[src/rtl/mrp_pkg.sv]
package mrp_pkg;

    localparam int DIM_W     = 13;
    localparam int POS_W     = 12;
    localparam int AREA_W    = 25;
    localparam int RAREA_W   = 26;
    localparam int SCORE_W   = 27;
    localparam int STAT_W    = 2;
    localparam int HEUR_W    = 3;
    localparam int CFG_IDX_W = 2;

    // Request operation codes
    localparam logic OP_INSERT = 1'b0;
    localparam logic OP_RESET  = 1'b1;

    // Configuration register indexes
    localparam logic [CFG_IDX_W-1:0] REG_BIN_W = 2'd0;
    localparam logic [CFG_IDX_W-1:0] REG_BIN_H = 2'd1;
    localparam logic [CFG_IDX_W-1:0] REG_HEUR  = 2'd2;

    typedef enum logic [STAT_W-1:0] {
        STAT_PLACED = 2'd0,
        STAT_NOFIT  = 2'd1,
        STAT_FULL   = 2'd2
    } status_t;

    typedef enum logic [HEUR_W-1:0] {
        HEUR_SHORT   = 3'd0,
        HEUR_AREA    = 3'd1,
        HEUR_LONG    = 3'd2,
        HEUR_BL      = 3'd3,
        HEUR_CONTACT = 3'd4
    } heur_t;

    typedef struct packed {
        logic [DIM_W-1:0] x;
        logic [DIM_W-1:0] y;
        logic [DIM_W-1:0] w;
        logic [DIM_W-1:0] h;
    } box_t;

    // Free list entry: dead marks an entry pruned but not yet compacted out
    typedef struct packed {
        logic dead;
        box_t box;
    } fent_t;

    typedef struct packed {
        heur_t              mode;
        box_t               cand;
        logic [DIM_W-1:0]   rw;
        logic [DIM_W-1:0]   rh;
        logic [RAREA_W-1:0] rarea;
        logic [SCORE_W-1:0] contact;
    } score_in_t;

    typedef struct packed {
        logic [SCORE_W-1:0] s1;
        logic [DIM_W-1:0]   s2;
    } score_t;

    function automatic logic [DIM_W:0] box_right(input box_t b);
        return {1'b0, b.x} + {1'b0, b.w};
    endfunction

    function automatic logic [DIM_W:0] box_bottom(input box_t b);
        return {1'b0, b.y} + {1'b0, b.h};
    endfunction

    // a lies within b
    function automatic logic box_inside(input box_t a, input box_t b);
        return (a.x >= b.x) && (a.y >= b.y) &&
               (box_right(a) <= box_right(b)) && (box_bottom(a) <= box_bottom(b));
    endfunction

    // Length of the overlap of two spans
    function automatic logic [DIM_W:0] span_overlap(input logic [DIM_W:0] a0,
                                                    input logic [DIM_W:0] a1,
                                                    input logic [DIM_W:0] b0,
                                                    input logic [DIM_W:0] b1);
        logic [DIM_W:0] s;
        logic [DIM_W:0] e;
        s = (a0 > b0) ? a0 : b0;
        e = (a1 < b1) ? a1 : b1;
        return (e > s) ? (e - s) : '0;
    endfunction

endpackage

[src/rtl/mrp_score.sv]
module mrp_score (
    input  logic               aclk,
    input  mrp_pkg::score_in_t sin,
    output mrp_pkg::score_t    sout
);
    import mrp_pkg::*;

    logic [DIM_W-1:0]   lh;
    logic [DIM_W-1:0]   lv;
    logic [DIM_W-1:0]   short_s;
    logic [DIM_W-1:0]   long_s;
    logic [RAREA_W-1:0] farea;
    score_t             score_reg;
    score_t             score_next;

    // Leftovers and the candidate score under the selected heuristic
    always_comb begin
        lh      = sin.cand.w - sin.rw;
        lv      = sin.cand.h - sin.rh;
        short_s = (lh < lv) ? lh : lv;
        long_s  = (lh < lv) ? lv : lh;
        farea   = RAREA_W'(sin.cand.w) * RAREA_W'(sin.cand.h);
        case (sin.mode)
            HEUR_AREA: begin
                score_next.s1 = SCORE_W'(farea - sin.rarea);
                score_next.s2 = short_s;
            end
            HEUR_LONG: begin
                score_next.s1 = SCORE_W'(long_s);
                score_next.s2 = short_s;
            end
            HEUR_BL: begin
                score_next.s1 = SCORE_W'(sin.cand.y);
                score_next.s2 = sin.cand.x;
            end
            HEUR_CONTACT: begin
                score_next.s1 = sin.contact;
                score_next.s2 = '0;
            end
            default: begin
                score_next.s1 = SCORE_W'(short_s);
                score_next.s2 = long_s;
            end
        endcase
    end

    always_ff @(posedge aclk) begin
        score_reg <= score_next;
    end

    assign sout = score_reg;

endmodule

[config.mk]
export PLATFORM = sky130hd
export DESIGN_NAME = mrp_score
export DESIGN_NICKNAME = d
export VERILOG_FILES = /design/src/rtl/mrp_pkg.sv /design/src/rtl/mrp_score.sv
export SDC_FILE = /design/constraint.sdc
export NUM_CORES = 1
export LEC_CHECK = 0
export ABC_AREA = 1
export BUFFER_PORTS_ARGS = -buffer_cell sky130_fd_sc_hd__buf_2
export CAP_MARGIN = 5
export CORE_UTILIZATION = 30
export CTS_BUF_LIST = sky130_fd_sc_hd__clkbuf_8
export DETAILED_ROUTE_END_ITERATION = 8
export PLACE_DENSITY = 0.5
export SYNTH_ARGS = -nofsm -noshare
export SYNTH_HDL_FRONTEND = slang
export SYNTH_SLANG_ARGS = --single-unit
[constraint.sdc]
create_clock -name aclk -period 6.9 [get_ports aclk]
set_input_delay 1.38 -clock aclk [delete_from_list [all_inputs] [get_ports aclk]]
set_output_delay 1.38 -clock aclk [all_outputs]
set_load 0.02 [all_outputs]
## Yosys cells after proc, flatten, opt, wreduce, memory -nomap -nowiden

Cells that the tools add are included.

| word-level totals | value |
|---|---|
| logic and storage cells | 14 |
| bits in registers | 40 |
| bits of input ports | 135 |

| operators by class | value |
|---|---|
| mux-type cells | 3 |
| equality and inequality tests | 4 |
| magnitude comparators | 1 |
| multipliers | 1 |
| $add $sub $neg | 3 |

Operator list:

| kind | number |
|---|---|
| $pmux W40 S4 | 1 |
| $sub A26 B26 Y27 | 1 |
| $mul A13 B13 Y26 | 1 |
| $mux W13 | 2 |
| $sub A13 B13 Y13 | 2 |
| $lt A13 B13 Y1 | 1 |
| $eq A3 B2 Y1 const B | 2 |
| $eq A3 B1 Y1 const B | 1 |
| $eq A3 B3 Y1 const B | 1 |

## Depth between registers and ports, before layout

Gate-level depths: netlist of run 1.

| depth | value |
|---|---|
| depth in word-level cells | 4 |
| mapped depth | 27 |

## Least setup slack after synthesis of run 1

No wires, ideal clock.

| path | value |
|---|---|
| path kind | input to register |
| start point | input port sin[81] (netlist bit) |
| end point | register score_reg, in the netlist sout[31] |
| data required time | 6.787 ns |
| arrival | 5.983 ns |
| stages | 23 |
| setup time | 0.113 ns |
| buffers on the path | 1 |
| slack | 0.803 ns |
| cell sequence | clkbuf_1 > nand2_1 > inv_1 > fa_1 > inv_1 > fa_1 > inv_1 > fa_1 > fa_1 > fa_1 > inv_1 > fa_1 > inv_1 > ha_1 > nand2_1 > inv_1 > a21oi_2 > nand3_1 > nand2_1 > nand3_1 > or2_1 > nand3_1 > nand2_1 |

RTL lines:

| item | line | RTL |
|---|---|---|
| start: declaration | mrp_score.sv:3 | `input mrp_pkg::score_in_t sin,` |
| end signal: assignment | mrp_score.sv:48 | `score_reg <= score_next;` |
| end: declaration | mrp_score.sv:13 | `score_t score_reg;` |

==> out/results.tsv, run 1 <==
stage	metric	value	unit
status	status	finished with violations	
status	failed_checks	design-rule violations	
layout	fill_cells	4002	
detailed_routing	wl	34.85	mm
synth	synth_cell_type_count	37	
global_routing	grt_antenna_before_repair	0	
global_routing	groute.usage.overall	19.31	%
sta	whs	1275	ps
sta	setup-violations-final	0	
floorplan	die_area	37450	sq um
power_and_ir_drop	p_leak	7.601	nW
detailed_routing	detailedRoute.firstIterationViolations	593	
critical_path	start_kind	input pin	
detailed_routing	firstDrtPassIters	9	
sta	finalCriticalPeriod	6250	ps
layout	largest_reg_flops	40	
place	placement.io_buffers	174	
place	hpwlAfterDp	30.33	mm
sta	maxClockFrequency	0.1600	GHz
sta	rsz0062_at_grt	false	
synth	synthTopCellsByCount	sky130_fd_sc_hd__nand2_1 (533), sky130_fd_sc_hd__inv_1 (415), sky130_fd_sc_hd__fa_1 (144)	
synth	synth_area_leader	sky130_fd_sc_hd__fa_1	
cts	clockRootBuffer	sky130_fd_sc_hd__clkbuf_8	
detailed_routing	maxUsedRoutingLayer	met4	
critical_path	critical_path.max_stage_delay	530	ps
synth	postSynthAreaPerCell	6.620	sq um
synth	synth_seq_cells	40	
layout	n_antenna_cell	0	
synth	postSynth.asyncResetShare	0	%
floorplan	floorplan.rows	69	
floorplan	placeableCoreArea	35830	sq um
floorplan	die_h	193.5	microns
sta	timing.setup.tns	0	ps
synth	synth_enable_flop_cells	0	
detailed_routing	via_count	10452	
global_routing	largest_net_degree_at_the_start_of_global_routing	31	
sta	final_min_period_over_clock_period	90.58	%
worst_hold_path	holdCritPathClass	in -> reg	
cts	cts.repair_timing.setup_buffer_count	0	
power_and_ir_drop	vdd_drop_max	0.4844	mV
global_routing	grt_first_pass_wirelength	56.93	mm
job	cap_viol_max_count	0	
critical_path	arrival	6460	ps
cts	cts_hold_buffers	0	
critical_path	crit_path_max_fanout	14	
floorplan	floorplan.die.width	193.5	microns
cts	cts_inserted_buffers	5	
detailed_routing	vias_per_cell	4.604	
cts	cts_tree	done	
cts	postCtsResizedCells	0	
global_routing	via_count_of_the_first_global_routing_pass	10934	
detailed_routing	route.antenna.remaining_nets	0	
synth	combined_area_of_all_synthesized_cells	11000	sq um
sta	finalHoldViolCount	0	
synth	synth.top_cell.area_share	26.20	%
critical_path	cpMaxStageDelayCell	sky130_fd_sc_hd__fa_1	
layout	regArea	800.8	sq um
layout	final_nets	2218	
critical_path	timing.critical_path.mode_cell	sky130_fd_sc_hd__inv_1	
critical_path	worstSetupPathType	in -> reg	
synth	yosysSeqAreaShare	7.278	%
cts	h_tree_levels	2	
layout	multi_input_area	8423	sq um
floorplan	io-pin-count	175	
floorplan	start_util	30.71	%
detailed_routing	met3RoutedLength	1.553	mm
sta	final-max-slew-violation-count	0	
cts	clockBufferDepth	2	
layout	areaGrowthSynthToFinish	12.90	%
cts	clk_pin_slew	80	ps
synth	postSynthNetCount	2072	
critical_path	setup.worst_path.end_class	flip-flop	
global_routing	grt.overflow.total	0	
synth	synthesis.instances	1662	
detailed_routing	average_detailed_routed_wire_length_per_instance	15.35	microns
synth	synth-main-ff-cell	sky130_fd_sc_hd__dfxtp_1	
critical_path	cp_data_required_time	7110	ps
sta	max_slew.worst_pin.slew	956.0	ps
power_and_ir_drop	power_density	408.0	nW/um^2
detailed_routing	met2WireLength	17.70	mm
cts	tritoncts_num_sinks	40	
synth	yosysMostFrequentCell	sky130_fd_sc_hd__nand2_1	
layout	drive_gt1_share	11.33	%
worst_hold_path	worstHoldPathCells	3	
place	gp_congestion	0.8512	
synth	synth-warning-count	0	
detailed_routing	routedLengthMet1	14.69	mm
sta	worst_slew_margin_rel	36.03	%
detailed_routing	route.detailed.drc	11	
synth	cells_taking_the_most_area_after_synthesis	sky130_fd_sc_hd__fa_1 (26%), sky130_fd_sc_hd__nand2_1 (18%), sky130_fd_sc_hd__ha_1 (15%), sky130_fd_sc_hd__inv_1 (14%), sky130_fd_sc_hd__dfxtp_1 (7.3%)	
## per-layer routing
layer | track usage (%) | vias up
li1 | - | 5256
met1 | 23.58 | 4898
met2 | 35.93 | 260
met3 | 1.935 | 38
met4 | 4.919 | 0
met5 | 0 | -
## metrics by stage
step / total power [mW] / utilization, % / instance area [sq um] / setup WS [ps] / std cells
after floorplan: 3.701 / - / 11000 / 803.4 / 1662
after global placement: 4.948 / 34.33 / 12300 / 344.4 / 2262
after detailed placement: 4.923 / 34.33 / 12300 / 320.0 / 2262
after CTS: 5.179 / 34.67 / 12420 / 641.8 / 2270
after global routing: 5.879 / 34.67 / 12420 / 319.2 / 2270
final: 5.068 / 34.67 / 12420 / 649.7 / 2270
## path summary, 6_finish.rpt
| check | slack [ps] | startpoint | end |
|---|---|---|---|
| max | 650 | sin[98] | sout[23]$_DFF_P_ |
| min | 1270 | sin[13] | sout[26]$_DFF_P_ |
## power by group
| part | internal (mW) | leakage (nW) | switching, mW |
|---|---|---|---|
| clock | 0.119 | 0.0614 | 0.0982 |
| sequential | 0.312 | 0.334 | 0.0248 |
| combinational | 1.61 | 7.21 | 2.91 |
| total | 2.04 | 7.60 | 3.03 |
## cell families after synthesis
| kind of cell | count (synthesis) | synth area share, % |
|---|---|---|
| adders and majority gates | 275 | 41.10 |
| AOI/OAI and AO/OA | 113 | 5.845 |
| buffers and inverters | 462 | 16.17 |
| and+or+nand+nor | 753 | 27.96 |
| xor gates and xnor gates | 19 | 1.649 |
| DFF | 40 | 7.278 |
## cells in the final DEF (no fill, tap or decap), drive strengths merged
| master | synthesis | layout |
|---|---|---|
| nand2 | 537 | 537 |
| inv | 419 | 419 |
| buf | 12 | 181 |
| fa | 144 | 144 |
| ha | 131 | 131 |
| nand3 | 105 | 105 |
| nor2 | 72 | 72 |
| a21oi | 48 | 48 |
| o21ai | 45 | 45 |
| dfxtp | 40 | 40 |
| nand4 | 18 | 18 |
| xnor2 | 10 | 10 |
| a22o | 10 | 10 |
| xor2 | 9 | 9 |
| nand3b | 7 | 7 |
| nor3 | 6 | 6 |
| clkbuf | 30 | 6 |
| or2 | 5 | 5 |
| a21o | 3 | 3 |
| nor3b | 2 | 2 |
| a211oi | 2 | 2 |
| o211ai | 2 | 2 |
| clkinv | 1 | 2 |
| o21bai | 1 | 1 |
| a21boi | 1 | 1 |
| and2 | 1 | 1 |
| o21a | 1 | 1 |
| bufinv | 0 | 1 |
## critical path: cells and delay by family
kind                       cells  cell delay, ps
adders and majority gates      7            3320
buffers and inverters          8             600
and+or+nand+nor               10            1140
## final cells by class
class	count	share of cell area (%)
Clock inverter	2	0.3122
Inverter	420	12.69
Sequential cell	40	6.446
Tap cell	461	4.643
Timing Repair Buffer	181	7.434
Clock buffer	6	0.6648
Multi-Input combinational cell	1160	67.81
(Power assumes the default switching activity.)
==> run 2, diff against run 1 <==
--- a/config.mk
+++ b/config.mk
@@ -11,6 +11,7 @@
 export CORE_UTILIZATION = 30
 export CTS_BUF_LIST = sky130_fd_sc_hd__clkbuf_8
 export DETAILED_ROUTE_END_ITERATION = 8
+export GPL_TIMING_DRIVEN = 0
 export PLACE_DENSITY = 0.5
 export SYNTH_ARGS = -nofsm -noshare
 export SYNTH_HDL_FRONTEND = slang
==> run 2 against run 1 <==
The flow still finishes with violations (design-rule violations); design area up 0.92%; fmax decreased by 4.8%; sequential power shrank 2%; clock power fell by 2%; combinational power grew 2%; die area did not move; first-iteration DRC count decreased by 1.7%; final cell count rose by 1.2%; sequential share of layout area down 0.059 points; largest cell class unchanged.
==> out/results.tsv, run 2 (synthesis results as in run 1) <==
stage	metric	value	unit
floorplan	placeableCoreArea	35830	sq um
global_routing	grt.overflow.total	0	
cts	cts_hold_buffers	0	
cts	cts_tree	done	
layout	final_nets	2243	
floorplan	die_h	193.5	microns
status	status	finished with violations	
detailed_routing	average_detailed_routed_wire_length_per_instance	15.46	microns
sta	final_min_period_over_clock_period	95.20	%
layout	regArea	800.8	sq um
layout	largest_reg_flops	40	
sta	final-max-slew-violation-count	0	
layout	instances_no_fill	2297	
layout	fill_cells	4058	
power_and_ir_drop	power_density	411.8	nW/um^2
floorplan	floorplan.rows	69	
place	hpwlAfterDp	31.57	mm
detailed_routing	route.antenna.remaining_nets	0	
critical_path	crit_path_max_fanout	10	
sta	finalCriticalPeriod	6568	ps
global_routing	largest_net_degree_at_the_start_of_global_routing	15	
global_routing	grt_antenna_before_repair	2	
critical_path	cp_data_required_time	7110	ps
cts	cts_inserted_buffers	5	
cts	clockBufferDepth	2	
power_and_ir_drop	fin_total_pwr	5.162	mW
cts	tritoncts_num_sinks	40	
detailed_routing	via_count	10547	
sta	fin_ws	331.5	ps
layout	finalInstanceArea	12540	sq um
sta	worst_slew_margin_rel	56.13	%
sta	whs	1251	ps
sta	finalHoldViolCount	0	
layout	areaGrowthSynthToFinish	13.93	%
cts	clockRootBuffer	sky130_fd_sc_hd__clkbuf_8	
detailed_routing	maxUsedRoutingLayer	met4	
critical_path	setup.worst_path.end_class	flip-flop	
detailed_routing	vias_per_cell	4.592	
place	post_dp_area	12450	sq um
layout	multi_input_area	8423	sq um
sta	max_slew.worst_pin.slew	658.1	ps
place	placed_cells	2297	
detailed_routing	route.detailed.drc	28	
critical_path	start_kind	input pin	
layout	final_common_cell	sky130_fd_sc_hd__nand2_1	
global_routing	via_count_of_the_first_global_routing_pass	11214	
global_routing	groute.usage.overall	19.83	%
power_and_ir_drop	p_leak	7.653	nW
detailed_routing	detailedRoute.firstIterationViolations	583	
detailed_routing	met3RoutedLength	1.716	mm
floorplan	start_util	30.71	%
floorplan	die_area	37450	sq um
layout	fin_util	34.99	%
cts	clk_pin_slew	100	ps
floorplan	io-pin-count	175	
detailed_routing	met2WireLength	17.76	mm
status	failed_checks	design-rule violations	
sta	rsz0062_at_grt	false	
detailed_routing	wl	35.51	mm
critical_path	arrival	6780	ps
sta	maxClockFrequency	0.1522	GHz
place	placement.io_buffers	174	
sta	timing.setup.tns	0	ps
layout	drive_gt1_share	11.56	%
cts	h_tree_levels	2	
layout	final_cell_mix	sky130_fd_sc_hd__nand2_1 (533), sky130_fd_sc_hd__inv_1 (415), sky130_fd_sc_hd__buf_2 (180)	
place	pre_cts_slack	-240.9	ps
floorplan	floorplan.die.width	193.5	microns
place	gp_congestion	0.9150	
power_and_ir_drop	vdd_drop_max	0.4544	mV
worst_hold_path	holdCritPathClass	in -> reg	
global_routing	grt_first_pass_wirelength	58.47	mm
sta	setup-violations-final	0	
critical_path	worstSetupPathType	in -> reg	
job	cap_viol_max_count	0	
detailed_routing	routedLengthMet1	15.49	mm
detailed_routing	firstDrtPassIters	9	
-- run 2: path summary, 6_finish.rpt --
kind | slack [ps] | endpoint | depth (start not counted) | from
min | 1250 | sout[32]$_DFF_P_ | 3 | sin[19]
max | 330 | sout[32]$_DFF_P_ | 21 | sin[88]
-- run 2: area by class of cell --
class                      count  area share [%]
multi-input combinational   1160           67.19
inverter                     420           12.58
timing repair buffer         174           6.947
sequential                    40           6.388
tap                          461           4.601
buffer                        32           1.337
clock buffer                   5          0.5490
clock inverter                 3          0.3693
antenna                        2         0.03992
-- run 2: worst max-delay path, cell delays in order --
cell	delay, ps
sky130_fd_sc_hd__buf_2	200
sky130_fd_sc_hd__clkbuf_1	520
sky130_fd_sc_hd__nand2_1	160
sky130_fd_sc_hd__fa_1	450
sky130_fd_sc_hd__fa_1	490
sky130_fd_sc_hd__inv_1	50
sky130_fd_sc_hd__fa_1	570
sky130_fd_sc_hd__fa_1	430
sky130_fd_sc_hd__fa_1	540
sky130_fd_sc_hd__inv_1	70
sky130_fd_sc_hd__fa_1	480
sky130_fd_sc_hd__inv_1	50
sky130_fd_sc_hd__ha_1	360
sky130_fd_sc_hd__nand2_1	120
sky130_fd_sc_hd__nor2_1	200
sky130_fd_sc_hd__and2_1	190
sky130_fd_sc_hd__nand4_1	100
sky130_fd_sc_hd__nand3_1	110
sky130_fd_sc_hd__a21oi_1	60
sky130_fd_sc_hd__o21ai_0	160
sky130_fd_sc_hd__nand2_1	80
-- run 2: per-layer routing --
metal  vias up  track usage [%]
met3        32            1.761
met5         -                0
met4         0            3.585
li1       5301                -
met2       269            36.57
met1      4945            25.14
-- run 2: power by group --
group          total [mW]  switching [mW]  internal [mW]
Clock               0.212           0.103          0.109
Sequential          0.330          0.0182          0.311
Combinational        4.62            2.97           1.65
-- run 2: timing repair --
item | in CTS | in global routing
resized for setup | 0 | 4
endpoints found under the setup margin | 0 | 16
setup buffers | 0 | 0
